==> src/hw/rtl/b64e_pkg.sv <==
// Shared types, register indexes and the Base64 symbol map for the encoder.
package b64e_pkg;

    localparam logic [7:0] CHAR_PAD = 8'h3D;
    localparam logic [7:0] CHAR_CR  = 8'h0D;
    localparam logic [7:0] CHAR_LF  = 8'h0A;

    localparam logic [6:0] LINE_MAX_CHARS = 7'd76;

    localparam int unsigned GROUP_CHARS = 6;

    // configuration register indexes
    localparam logic REG_WRAP_ENABLE = 1'b0;
    localparam logic REG_LINE_LENGTH = 1'b1;

    typedef struct packed {
        logic [7:0] data_byte;
        logic       stream_end;
    } in_t;

    typedef struct packed {
        logic [7:0] out_char;
        logic       run_last;
    } out_t;

    // one encoded group: characters in emit order (index 0 first)
    typedef struct packed {
        logic [GROUP_CHARS-1:0][7:0] chars;
        logic [2:0]                  count;
        logic [6:0]                  column_next;
    } grp_t;

    function automatic logic [7:0] sym(input logic [5:0] idx);
        logic [7:0] ch;
        ch = 8'h00;
        case (idx) inside
            [6'd0:6'd25]:  ch = 8'h41 + {2'b00, idx};
            [6'd26:6'd51]: ch = 8'h61 + {2'b00, idx} - 8'd26;
            [6'd52:6'd61]: ch = 8'h30 + {2'b00, idx} - 8'd52;
            6'd62:         ch = 8'h2B;
            6'd63:         ch = 8'h2F;
            default:       ch = 8'h00;
        endcase
        return ch;
    endfunction

endpackage

==> src/hw/rtl/base64_encode_line_wrap_top.sv <==
// Top level of the Base64 encoder with optional CR LF line wrapping.
//
//  channel | ports                          | carries
//  --------+--------------------------------+----------------------------------
//  input   | s_valid s_ready s_payload      | one raw byte + end-of-stream flag
//  result  | m_valid m_ready m_payload      | one character + last-of-request
//  config  | cfg_wr_en cfg_addr cfg_wdata   | wrap_enable (0), line_length (1)
//
// A request is registered in the input stage on acceptance. A byte that only
// fills the group is then parked in the two-byte pending store (no result); the
// request that completes a group is encoded into the character shift register,
// whose head drives m_payload, once that register is free to load it.
// One character leaves per cycle while m_ready is high; a group is four
// characters, or six with CR LF, also for a lone byte flushed by the end flag.
// Bytes that only fill the pending store are taken every cycle even while
// characters are draining.
// Reset (aresetn low, synchronous) empties the input stage, the pending store
// count and the shift register, zeroes the column, clears wrap_enable and
// sets line_length to 76. A stalled m_ready holds the head character; once the
// held request completes a group, the input stage stays full and s_ready drops.
module base64_encode_line_wrap_top import b64e_pkg::*; (
    input  logic       aclk,
    input  logic       aresetn,

    input  logic       s_valid,
    output logic       s_ready,
    input  in_t        s_payload,

    output logic       m_valid,
    input  logic       m_ready,
    output out_t       m_payload,

    input  logic       cfg_wr_en,
    input  logic       cfg_addr,
    input  logic [6:0] cfg_wdata
);

    // configuration
    logic       wrap_en_reg;
    logic [6:0] line_len_reg;

    // input stage
    logic       in_valid_reg;
    in_t        in_data_reg;

    // encoder state
    logic [7:0] pend_reg [2];
    logic [1:0] pend_cnt_reg;
    logic [6:0] column_reg;

    // character shift register, head at index 0
    logic [GROUP_CHARS-1:0][7:0] chars_reg;
    logic [2:0]                  left_reg;

    logic       fire;       // held request completes a group
    logic       grp_free;   // shift register can load a group this edge
    logic       consume;    // held request leaves the input stage
    logic       pop;
    logic [7:0] g0, g1, g2;
    logic [1:0] n_bytes;
    grp_t       grp;

    // group assembly from pending bytes plus the held byte
    always_comb begin
        g0 = in_data_reg.data_byte;
        g1 = 8'h00;
        g2 = 8'h00;
        case (pend_cnt_reg)
            2'd1: begin
                g0 = pend_reg[0];
                g1 = in_data_reg.data_byte;
            end
            2'd2: begin
                g0 = pend_reg[0];
                g1 = pend_reg[1];
                g2 = in_data_reg.data_byte;
            end
            default: ;
        endcase
        n_bytes = (pend_cnt_reg >= 2'd2) ? 2'd3 : pend_cnt_reg + 2'd1;
    end

    b64e_group u_group (
        .byte0       (g0),
        .byte1       (g1),
        .byte2       (g2),
        .n_bytes     (n_bytes),
        .column      (column_reg),
        .wrap_enable (wrap_en_reg),
        .line_length (line_len_reg),
        .grp         (grp)
    );

    assign pop      = m_valid && m_ready;
    assign fire     = in_valid_reg && (in_data_reg.stream_end || pend_cnt_reg == 2'd2);
    assign grp_free = (left_reg == 3'd0) || (m_ready && left_reg == 3'd1);
    assign consume  = in_valid_reg && (!fire || grp_free);
    assign s_ready  = !in_valid_reg || consume;

    assign m_valid             = (left_reg != 3'd0);
    assign m_payload.out_char  = chars_reg[0];
    assign m_payload.run_last  = (left_reg == 3'd1);

    // control state
    always_ff @(posedge aclk) begin
        if (!aresetn) begin
            wrap_en_reg  <= 1'b0;
            line_len_reg <= LINE_MAX_CHARS;
            in_valid_reg <= 1'b0;
            pend_cnt_reg <= 2'd0;
            column_reg   <= 7'd0;
            left_reg     <= 3'd0;
        end else begin
            if (cfg_wr_en) begin
                case (cfg_addr)
                    REG_WRAP_ENABLE: wrap_en_reg <= cfg_wdata[0];
                    REG_LINE_LENGTH: line_len_reg <= (cfg_wdata > LINE_MAX_CHARS) ?
                                                     LINE_MAX_CHARS : cfg_wdata;
                    default: ;
                endcase
            end

            if (s_valid && s_ready) begin
                in_valid_reg <= 1'b1;
            end else if (consume) begin
                in_valid_reg <= 1'b0;
            end

            if (consume) begin
                if (fire) begin
                    pend_cnt_reg <= 2'd0;
                    column_reg   <= grp.column_next;
                end else begin
                    pend_cnt_reg <= pend_cnt_reg + 2'd1;
                end
            end

            if (consume && fire) begin
                left_reg <= grp.count;
            end else if (pop) begin
                left_reg <= left_reg - 3'd1;
            end
        end
    end

    // payload, no reset
    always_ff @(posedge aclk) begin
        if (s_valid && s_ready) begin
            in_data_reg <= s_payload;
        end
        if (consume && !fire) begin
            pend_reg[pend_cnt_reg[0]] <= in_data_reg.data_byte;
        end
        if (consume && fire) begin
            chars_reg <= grp.chars;
        end else if (pop) begin
            chars_reg <= {8'h00, chars_reg[GROUP_CHARS-1:1]};
        end
    end

endmodule

==> src/hw/rtl/b64e_group.sv <==
// Turns one group of one to three bytes into four symbols plus an optional CR LF.
module b64e_group import b64e_pkg::*; (
    input  logic [7:0] byte0,
    input  logic [7:0] byte1,
    input  logic [7:0] byte2,
    input  logic [1:0] n_bytes,      // 1..3
    input  logic [6:0] column,
    input  logic       wrap_enable,
    input  logic [6:0] line_length,
    output grp_t       grp
);

    logic [6:0] col4;
    logic       brk;

    assign col4 = column + 7'd4;
    assign brk  = wrap_enable && (({1'b0, col4} + 8'd6) >= {1'b0, line_length});

    always_comb begin
        grp.chars[0] = sym(byte0[7:2]);
        grp.chars[1] = sym({byte0[1:0], byte1[7:4]});
        grp.chars[2] = (n_bytes >= 2'd2) ? sym({byte1[3:0], byte2[7:6]}) : CHAR_PAD;
        grp.chars[3] = (n_bytes == 2'd3) ? sym(byte2[5:0]) : CHAR_PAD;
        grp.chars[4] = brk ? CHAR_CR : 8'h00;
        grp.chars[5] = brk ? CHAR_LF : 8'h00;
        grp.count       = brk ? 3'd6 : 3'd4;
        grp.column_next = brk ? 7'd0 : col4;
    end

endmodule

==> config.mk <==
export PLATFORM = sky130hd
export DESIGN_NAME = base64_encode_line_wrap_top
export DESIGN_NICKNAME = d
export VERILOG_FILES = /design/src/hw/rtl/b64e_pkg.sv /design/src/hw/rtl/base64_encode_line_wrap_top.sv /design/src/hw/rtl/b64e_group.sv
export SDC_FILE = /design/constraint.sdc
export NUM_CORES = 1
export LEC_CHECK = 0
export ABC_AREA = 1
export BUFFER_PORTS_ARGS = -buffer_cell sky130_fd_sc_hd__buf_4
export CAP_MARGIN = 20
export CORE_AREA = 2 2 126 128
export CTS_BUF_LIST = sky130_fd_sc_hd__clkbuf_2 sky130_fd_sc_hd__clkbuf_4 sky130_fd_sc_hd__clkbuf_8
export DETAILED_ROUTE_END_ITERATION = 10
export DIE_AREA = 0 0 128 130
export GPL_ROUTABILITY_DRIVEN = 0
export PLACE_DENSITY = 0.65
export REMOVE_ABC_BUFFERS = 1
export SKIP_CTS_REPAIR_TIMING = 1
export SYNTH_ARGS = -nofsm -noshare
export SYNTH_HDL_FRONTEND = slang
export SYNTH_SLANG_ARGS = --single-unit
==> constraint.sdc <==
create_clock -name aclk -period 3.5 [get_ports aclk]
set_input_delay 0.35 -clock aclk [delete_from_list [all_inputs] [get_ports aclk]]
set_output_delay 0.35 -clock aclk [all_outputs]
set_load 0.005 [all_outputs]
* Word level (Yosys, flattened, before mapping) *
Memories as Yosys holds them, arrays and structs flattened.
Index checks and enable logic that the tools add are counted.

word-level totals
  output and inout port bits = 11
  memories kept = 1
  register bits after elaboration = 78
  memory bits (writable) = 16
  input port bits = 22

operators by class
  $lt $le $gt $ge = 28
  bitwise operators = 1
  reduce and logical (&&, ||, !) cells = 34
  equal/unequal tests = 12
  add/sub/neg operators = 24
  mux-type cells = 40

memories
  name      words  bits a word  read ports  clocked after Yosys merged registers in  write ports  RTL line                           RTL
  pend_reg  2      8            2           0                                        1            base64_encode_line_wrap_top.sv:47  logic [7:0] pend_reg [2];

operator list
  kind                   count
  $mux W8                18
  $mux W48               2
  $add A7 B6 Y8 const A  8
  $eq A6 B6 Y1 const B   8
  $le A6 B6 Y1 const B   8
  $mux W6                6
  $sub A8 B5 Y8 const B  4
  $sub A8 B6 Y8 const B  4
  $add A6 B6 Y7 const A  4
  $ge A6 B1 Y1 const B   4
  $ge A6 B5 Y1 const B   4
  $ge A6 B6 Y1 const B   4
  $le A6 B5 Y1 const B   4
  $logic_and A1 B1 Y1    20
  $pmux W8 S2            1
  $mux W7                2
  $add A7 B3 Y8 const B  1
  $ge A8 B7 Y1           1
  $mux W4                2
  $add A7 B3 Y7 const B  1
  $gt A7 B7 Y1 const B   1
  $mux W2                3
  $mux W3                2
  $reduce_and A2 Y1      3
  14 further kinds       24

* Logic depth before layout (Yosys ltp) *
Gate-level depths: netlist of the first run.

  depth in word-level cells = 10
  gate-level depth with buffers = 19
  depth with buffers taken out = 18

* Modules after synthesis *
Synthesis of the first run repeated with hierarchy kept, for this count alone.

second synthesis, totals
  cells, all modules = 947
  area, all modules = 7,054.3 sq um

modules (own cells, without submodules)
  module                       cells an instance  area an instance (sq um)  seq. area each (sq um)  times used
  base64_encode_line_wrap_top  444                4,212.8                   2,612.5                 1
  b64e_group                   503                2,841.5                   0.0                     1

* Worst setup path before layout of the first run *
Ideal clock, no wire load.

  path kind = register to register
  from = register pend_cnt_reg[0]
  to = register chars_reg, in the netlist m_payload[2] (data pin)
  period minus slack after synthesis = 2.608 ns
  path buffers = 1
  data arrival time = 2.353 ns
  slack = 0.892 ns
  cell stages (with the launch flop) = 13
  cell sequence = dfxtp_1 > inv_1 > ha_1 > buf_6 > o21ai_2 > inv_2 > ha_1 > o31ai_1 > inv_1 > nor2_2 > nand2_1 > o21ai_1 > nand2_1

between the ends
  longest elaborated chain between the ends = 10
  elaborated cells on any way between the ends = 32

ends and longest elaborated chain
  item                                                                   RTL line                            RTL
  from (decl)                                                            base64_encode_line_wrap_top.sv:48   logic [1:0] pend_cnt_reg;
  from (signal assigned)                                                 base64_encode_line_wrap_top.sv:134  pend_cnt_reg <= pend_cnt_reg + 2'd1;
  parallel branches: the longest is 9 deep, another holds $sub A8 B6 Y8  n/a
  $mux W48 *                                                             base64_encode_line_wrap_top.sv:154  if (consume && fire) begin
  to (signal assigned)                                                   base64_encode_line_wrap_top.sv:155  chars_reg <= grp.chars;
  to (signal assigned)                                                   base64_encode_line_wrap_top.sv:157  chars_reg <= {8'h00, chars_reg[GROUP_CHARS-1:1]};
  to (decl)                                                              base64_encode_line_wrap_top.sv:52   logic [GROUP_CHARS-1:0][7:0] chars_reg;

Mark *: on every way between the ends.
A chain may end at the register's enable or synchronous reset.

* Worst setup path in the final report of the first run *
Ends and elaborated chain as after synthesis.

==> out/results.txt, run 1 <==
Synth Instances: 867
Mapped Area: 0.00657 mm^2
Area of the multi-input gates: 0.00376 mm^2
Worst Hold Path EP: in_data_reg[0]
Synth top area share: 27.4%
Register area share after synthesis: 33.2%
Peak per-stage delay on the critical path: 0.57 ns
Share of cells above drive strength 1: 13.2%
Critical path endpoint category: flop
Crit path DAT: 3.30 ns
Post-Route WL: 14.8 mm
Worst VDD drop: 0.194 mV
WL/cell: 13.6 um
NumNets Final: 983
DR iter-0 viols: 343
Leak: 3.37 nW
Fill count: 1529
Slew @ Worst Pin: 0.823 ns
Worst Path Required: 3.64 ns
# IOs: 33
Asr flop ratio synth: 0%
Critical Path Most Common Cell: nand2_1
Power Dens Cells: 424 mW/mm^2
DRT antenna net count: 0
Post-synth EDFFs: 60
Initial DRT Pass Iterations: 5
Worst clock skew: 0.0107 ns
Worst reg2reg startpoint: pend_cnt_reg[0]
Register bit total from synthesis: 79
Overall Global Routing Usage: 18.7%
Crit path time final: 3.16 ns
Avg Cell Area, Syn: 7.58 um^2
CTS buffer count: 9
Crit Path Category: reg -> reg
Status: complete, no violations
Bufs and invs on worst path: 4
Startpoint types: flop
Tcrit/Tclk final: 90.4%
P&R area growth vs syn: 8.32%
Final Util: 46.1%
Detailed-route via count: 5533
Cell Rows: 46
Crit Path Max Fanout: 12
Main synth FF type: edfxtp_1
Via density: 5.07
Congestion Overflow GR: 0
N_diodes: 0
CTS Root Cell: clkbuf_8
Synth unique cells: 42
Vias in the first global route: 5184
Hold Crit Class: in -> reg
CTS tree: built
Min-delay src: s_payload[0]
Ys Warns: 0
WHS Path Cells: 1
Clock Sinks: 79
Post-synth top area cell: edfxtp_1
Tot Pwr: 0.00302 W
DIE WIDTH: 128 um
Final hold violation count: 0
Final worst-path setup slack: 0.338 ns
Clock Latency Late Sink: 0.39 ns
# port buffers: 32
RSZ-0062 raised after global routing: false
Cell family with most CP delay: adder cells
Dpl ws: 0.388 ns
HPWL Detailed: 11.4 mm
Area of the core: 0.0154 mm^2
Max Buffers Root-to-Sink: 2
TNS Setup: 0 ns
Max_slew headroom: 44.9%
Max Cap Violations: 0
R2R depth: 14
H-tree depth: 3
Starting Density: 42.6%
Critical-path cell list: inv_1 -> ha_1 -> buf_4 -> nand2_1 -> nand2_2 -> ha_1 -> nand2_1 -> o31ai_1 -> buf_4 -> inv_1 -> nor2_2 -> nand2_1 -> o21ai_1 -> nand2_1
Max reg flops: 27
Slowest CP cell: ha_1
Largest cells by area after synthesis: edfxtp_1 (27%), nand2_1 (13%), ha_1 (13%)
Largest net degree at the start of global routing: 36
Dpl cell area: 0.00693 mm^2
Reg2reg setup slack: 0.34 ns
Sequential cell area: 0.00218 mm^2
Max Fclk: 316 MHz
DIE AREA: 0.0166 mm^2
Final setup viols: 0
Slew Limit Fails: 0
Global-route wire length before repair: 24.7 mm
Residual DRC: 0
Die height: 130 um
R2R Path End: m_payload[2]
Initial antenna violation count: 0
Final instance area: 0.00712 mm^2
Clock-pin slew on the worst setup and hold paths: 0.08 ns
## Yosys cell counts, drive strengths merged, types with 7 or more instances
cell type,count
xnor2,9
o211ai,14
buf,19
a21oi,45
dfxtp,19
nor3,8
xor2,27
a31oi,8
o21ai,58
nand2,267
nor2,72
ha,66
nand3,50
edfxtp,60
inv,119
nand3b,7
## power breakdown
| group | switching, W | total (W) | internal [W] |
|---|---|---|---|
| registers | 0.0000836 | 0.00139 | 0.00130 |
| clock network | 0.000377 | 0.000654 | 0.000276 |
| logic | 0.000622 | 0.000978 | 0.000356 |
| total | 0.00108 | 0.00302 | 0.00193 |
## layout by cell type, fill, tap and decap left out, types with 2 or more instances in the layout
cell type,n
clkbuf_8,9
nand4_1,3
a21oi_1,43
nand2_1,233
xor2_1,27
ha_1,66
nor2_2,4
clkinv_4,2
xnor2_1,9
nor3_1,6
edfxtp_1,60
inv_2,12
inv_1,107
inv_6,2
o21ai_2,4
dfxtp_1,19
nand3_2,2
o21ai_0,40
o211ai_1,14
nand3b_1,7
buf_4,39
nor3_2,2
nand3_1,48
o21ai_1,14
nor2_1,67
a31oi_1,8
clkinv_2,2
nand2_4,15
nand2_2,19
o31ai_1,3
a211oi_1,2
## cell type report
type | instances | share of cell area, %
clock buffers | 10 | 1.85
clock inverters | 6 | 0.721
inverters | 121 | 6.40
multi-input cells | 645 | 52.9
flip-flops and latches | 79 | 30.7
well taps | 192 | 3.38
repair buffers | 39 | 4.11
## cells by family (layout without fill, tap and decap cells)
family	after synthesis	count (layout)	share of synthesized area, %
and+or+nand+nor	410	410	28.2
buffers and inverters	143	176	9.50
AOI/OAI and AO/OA	133	133	11.8
DFF	79	79	33.2
adders and majority gates	66	66	12.6
xor gates and xnor gates	36	36	4.80
## how the worst max path moves through the flow
stage	start	cells after the start	end	slack [ns]
after floorplan	pend_cnt_reg[0]	14	m_payload[2]	-0.02
after global placement	pend_cnt_reg[0]	14	m_payload[2]	0.44
after detailed placement	pend_cnt_reg[0]	14	m_payload[2]	0.39
after CTS	pend_cnt_reg[0]	14	m_payload[2]	0.36
after global routing	pend_cnt_reg[0]	14	m_payload[2]	0.02
final	pend_cnt_reg[0]	14	m_payload[2]	0.34
## metrics by stage
stage               hold WS [ns]  cells
floorplan                  0.419    845
global placement           0.467   1076
detailed placement         0.467   1076
CTS                        0.124   1092
global route               0.131   1092
finish                     0.139   1092
## metal layers
metal | GRT usage (%) | vias to the layer above | share of wire, %
li1 | - | 2847 | -
met1 | 22.1 | 2547 | 44
met2 | 33.9 | 105 | 50
met3 | 2.75 | 34 | 3.0
met4 | 8.27 | 0 | 2.9
met5 | 0 | - | 0
(Power assumes the default switching activity.)
==> run 2, diff against run 1 <==
ABC_AREA = unset   (was 1)
CORE_AREA = 2 2 125 127   (was 2 2 126 128)
DIE_AREA = 0 0 127 129   (was 0 0 128 130)
PLACE_DENSITY = 0.66   (was 0.65)
==> run 2 against run 1 <==
Area after synthesis down 0.51%. Final cell count down 12%. Global-route usage up 1.5 points. Setup slack worse by 0.15 ns. Critical path depth down 1. Flip-flop and latch count unchanged. Sequential power about the same.
==> out/results.txt, run 2 <==
NumNets Final: 857 (-13%)
CTS tree: built
Congestion Overflow GR: 0 (unchanged)
Via density: 5.84 (+15%)
Overall Global Routing Usage: 20.3% (+1.5 points)
Switching pwr: 0.00106 W (-2.6%)
Worst VDD drop: 0.244 mV (+26%)
Max Buffers Root-to-Sink: 2 (unchanged)
Max Fclk: 302 MHz (-4.4%)
Clock-pin slew on the worst setup and hold paths: 0.09 ns (about the same)
Synth unique cells: 84 (+100%)
Vias in the first global route: 5523 (+6.5%)
Largest cells by area after synthesis: edfxtp_1 (28%), ha_1 (13%), dfxtp_1 (5.8%)
Share of cells above drive strength 1: 16.1% (+2.9 points)
Cell Rows: 45 (-2.2%)
Peak per-stage delay on the critical path: 0.52 ns (-0.05 ns)
Avg Cell Area, Syn: 9.09 um^2 (+20%)
Initial antenna violation count: 0 (unchanged)
Final hold violation count: 0 (unchanged)
H-tree depth: 3 (unchanged)
N_diodes: 0 (unchanged)
Cell family with most CP delay: compound AO/OA/AOI/OAI gates
Crit path DAT: 3.55 ns (+0.25 ns)
Internal power: 0.00210 W (+8.6%)
Worst clock skew: 0.00928 ns (-0.00139 ns)
Commonest cells after routing, fill and taps aside: nand2_1 (75), buf_4 (75), ha_1 (63), edfxtp_1 (60), nor2_1 (47)
Starting Density: 43.6% (+1.0 points)
Global-route wire length before repair: 27.0 mm (+9.5%)
Bufs and invs on worst path: 5 (+1)
CTS Root Cell: clkbuf_8
Max reg flops: 27 (unchanged)
Initial DRT Pass Iterations: 5 (unchanged)
CTS buffer count: 9 (unchanged)
P&R area growth vs syn: 13.4%
DRT antenna net count: 0 (unchanged)
Crit path time final: 3.31 ns (+0.147 ns)
Max Cap Violations: 0 (unchanged)
Synth top area share: 27.6% (+0.14 points)
Synth Instances: 719 (-17%)
Critical Path Most Common Cell: buf_4
DIE AREA: 0.0164 mm^2 (-1.5%)
Post-synth top area cell: edfxtp_1
Mapped Area: 0.00654 mm^2 (-0.51%)
Worst Path Required: 3.74 ns (+0.10 ns)
Clock Latency Late Sink: 0.38 ns (about the same)
Post-synth EDFFs: 60 (unchanged)
Combinational fraction of design power: 32.7% (+0.3 points)
Register area share after synthesis: 33.4% (+0.17 points)
Largest net degree at the start of global routing: 36 (unchanged)
# IOs: 33 (unchanged)
Clock Sinks: 79 (unchanged)
DR iter-0 viols: 444 (+29%)
HPWL Detailed: 12.7 mm (+11%)
Main synth FF type: edfxtp_1
Ys Warns: 0 (unchanged)
Tcrit/Tclk final: 94.6% (+4.2 points)
WL/cell: 17.0 um (+25%)
Asr flop ratio synth: 0% (unchanged)
Commonest cells post-synth: nand2_1 (75), ha_1 (66), edfxtp_1 (60), nor2_1 (47), inv_1 (40)
Max_slew headroom: 42.2% (-2.7 points)
Final setup viols: 0 (unchanged)
Residual DRC: 0 (unchanged)
Power Dens Cells: 426 mW/mm^2 (+0.44%)
Sw Ratio: 33.4% (-2.5 points)
# port buffers: 32 (unchanged)
Status: complete, no violations
Crit Path Max Fanout: 19 (+7)
Hold Crit Class: in -> reg
Startpoint types: flop
Area of the core: 0.0150 mm^2 (-2.9%)
Die height: 129 um (-0.77%)
Dpl cells: 946 (-12%)
Sequential power share: 44.4% (-1.5 points)
Clk pwr share: 22.9% (+1.2 points)
Detailed-route via count: 5618 (+1.5%)
Critical path endpoint category: flop
Register bit total from synthesis: 79 (unchanged)
Critical-path cell list: inv_1 -> ha_4 -> buf_4 -> nand2_1 -> inv_1 -> buf_4 -> ha_1 -> nand2_1 -> a221oi_2 -> buf_4 -> a21oi_1 -> a2111oi_0 -> a311o_1
Crit Path Category: reg -> reg
Slew Limit Fails: 0 (unchanged)
Slew @ Worst Pin: 0.865 ns (+0.0414 ns)
Final Util: 49.5% (+3.4 points)
Leak: 2.95 nW (-12%)
DIE WIDTH: 127 um (-0.78%)
Final std cells w/o fill: 962 (-12%)
Most common cell in the netlist: nand2_1
Post-Route WL: 16.3 mm (+10%)
Slowest CP cell: a2111oi_0
[run 2: final cells by class]
type / count / area [um^2]
fillers: 1378 / 7560
clock buffers: 10 / 138
flip-flops and latches: 79 / 2180
well taps: 188 / 235
repair buffers: 76 / 583
clock inverters: 6 / 73.8
multi-input cells: 561 / 4040
inverters: 42 / 158
[run 2: per-stage QoR]
stage / setup WS [ns] / TNS, ns / instance area [um^2] / power, W / hold slack [ns]
after floorplan: -0.0751 / -0.175 / 6330 / 0.00203 / 0.412
after global placement: 0.145 / 0 / 7160 / 0.00242 / 0.485
after detailed placement: 0.0423 / 0 / 7160 / 0.00245 / 0.485
after CTS: 0.00957 / 0 / 7370 / 0.00318 / 0.121
after global routing: -0.00155 / -0.00155 / 7410 / 0.00335 / 0.120
final: 0.190 / 0 / 7410 / 0.00316 / 0.140
[run 2: power groups by stage]
| stage | registers [W] | logic [W] | clock network [W] |
|---|---|---|---|
| 2_1_floorplan | 0.00139 | 0.000636 | 0 |
| 6_report | 0.00140 | 0.00103 | 0.000723 |
| 5_1_grt | 0.00142 | 0.00115 | 0.000783 |
| 4_1_cts | 0.00141 | 0.00103 | 0.000746 |
| 3_3_place_gp | 0.00142 | 0.00100 | 0 |
| 3_5_place_dp | 0.00143 | 0.00102 | 0 |
[run 2: logic make-up after synthesis]
group / synth area share, %
XOR/XNOR: 5.36
adder cells (fa/ha/maj): 12.6
AO/OA/AOI/OAI: 21.4
flip-flops: 33.4
multiplexers: 3.16
AND/OR/NAND/NOR: 18.5
buffers and inverters: 5.51
[run 2: path summary, 6_finish.rpt]
kind | from | end | slack, ns | cells past startpoint
worst max-delay path | pend_cnt_reg[1] | chars_reg[17] | 0.19 | 13
worst max register to register | pend_cnt_reg[1] | chars_reg[17] | 0.19 | 13
worst min register to register | line_len_reg[3] | line_len_reg[3] | 0.51 | 2
worst min-delay path | s_payload[8] | in_data_reg[8] | 0.14 | 1
[run 2: metal layers]
| metal | up-vias | wire length (um) | global-route usage (%) |
|---|---|---|---|
| met1 | 2669 | 7130 | 25.2 |
| met4 | 0 | 372 | 7.43 |
| met5 | - | 0 | 0 |
| met2 | 181 | 8000 | 35.2 |
| met3 | 32 | 811 | 3.87 |
| li1 | 2736 | - | - |
[run 2: worst register-to-register path, delay by kind of cell, from the launching register on]
family / cells / cell delay, ns
AOI/OAI and AO/OA: 4 / 1.13
and+or+nand+nor: 2 / 0.22
adders and majority gates: 2 / 0.56
buffers and inverters: 5 / 0.85
DFF: 1 / 0.41
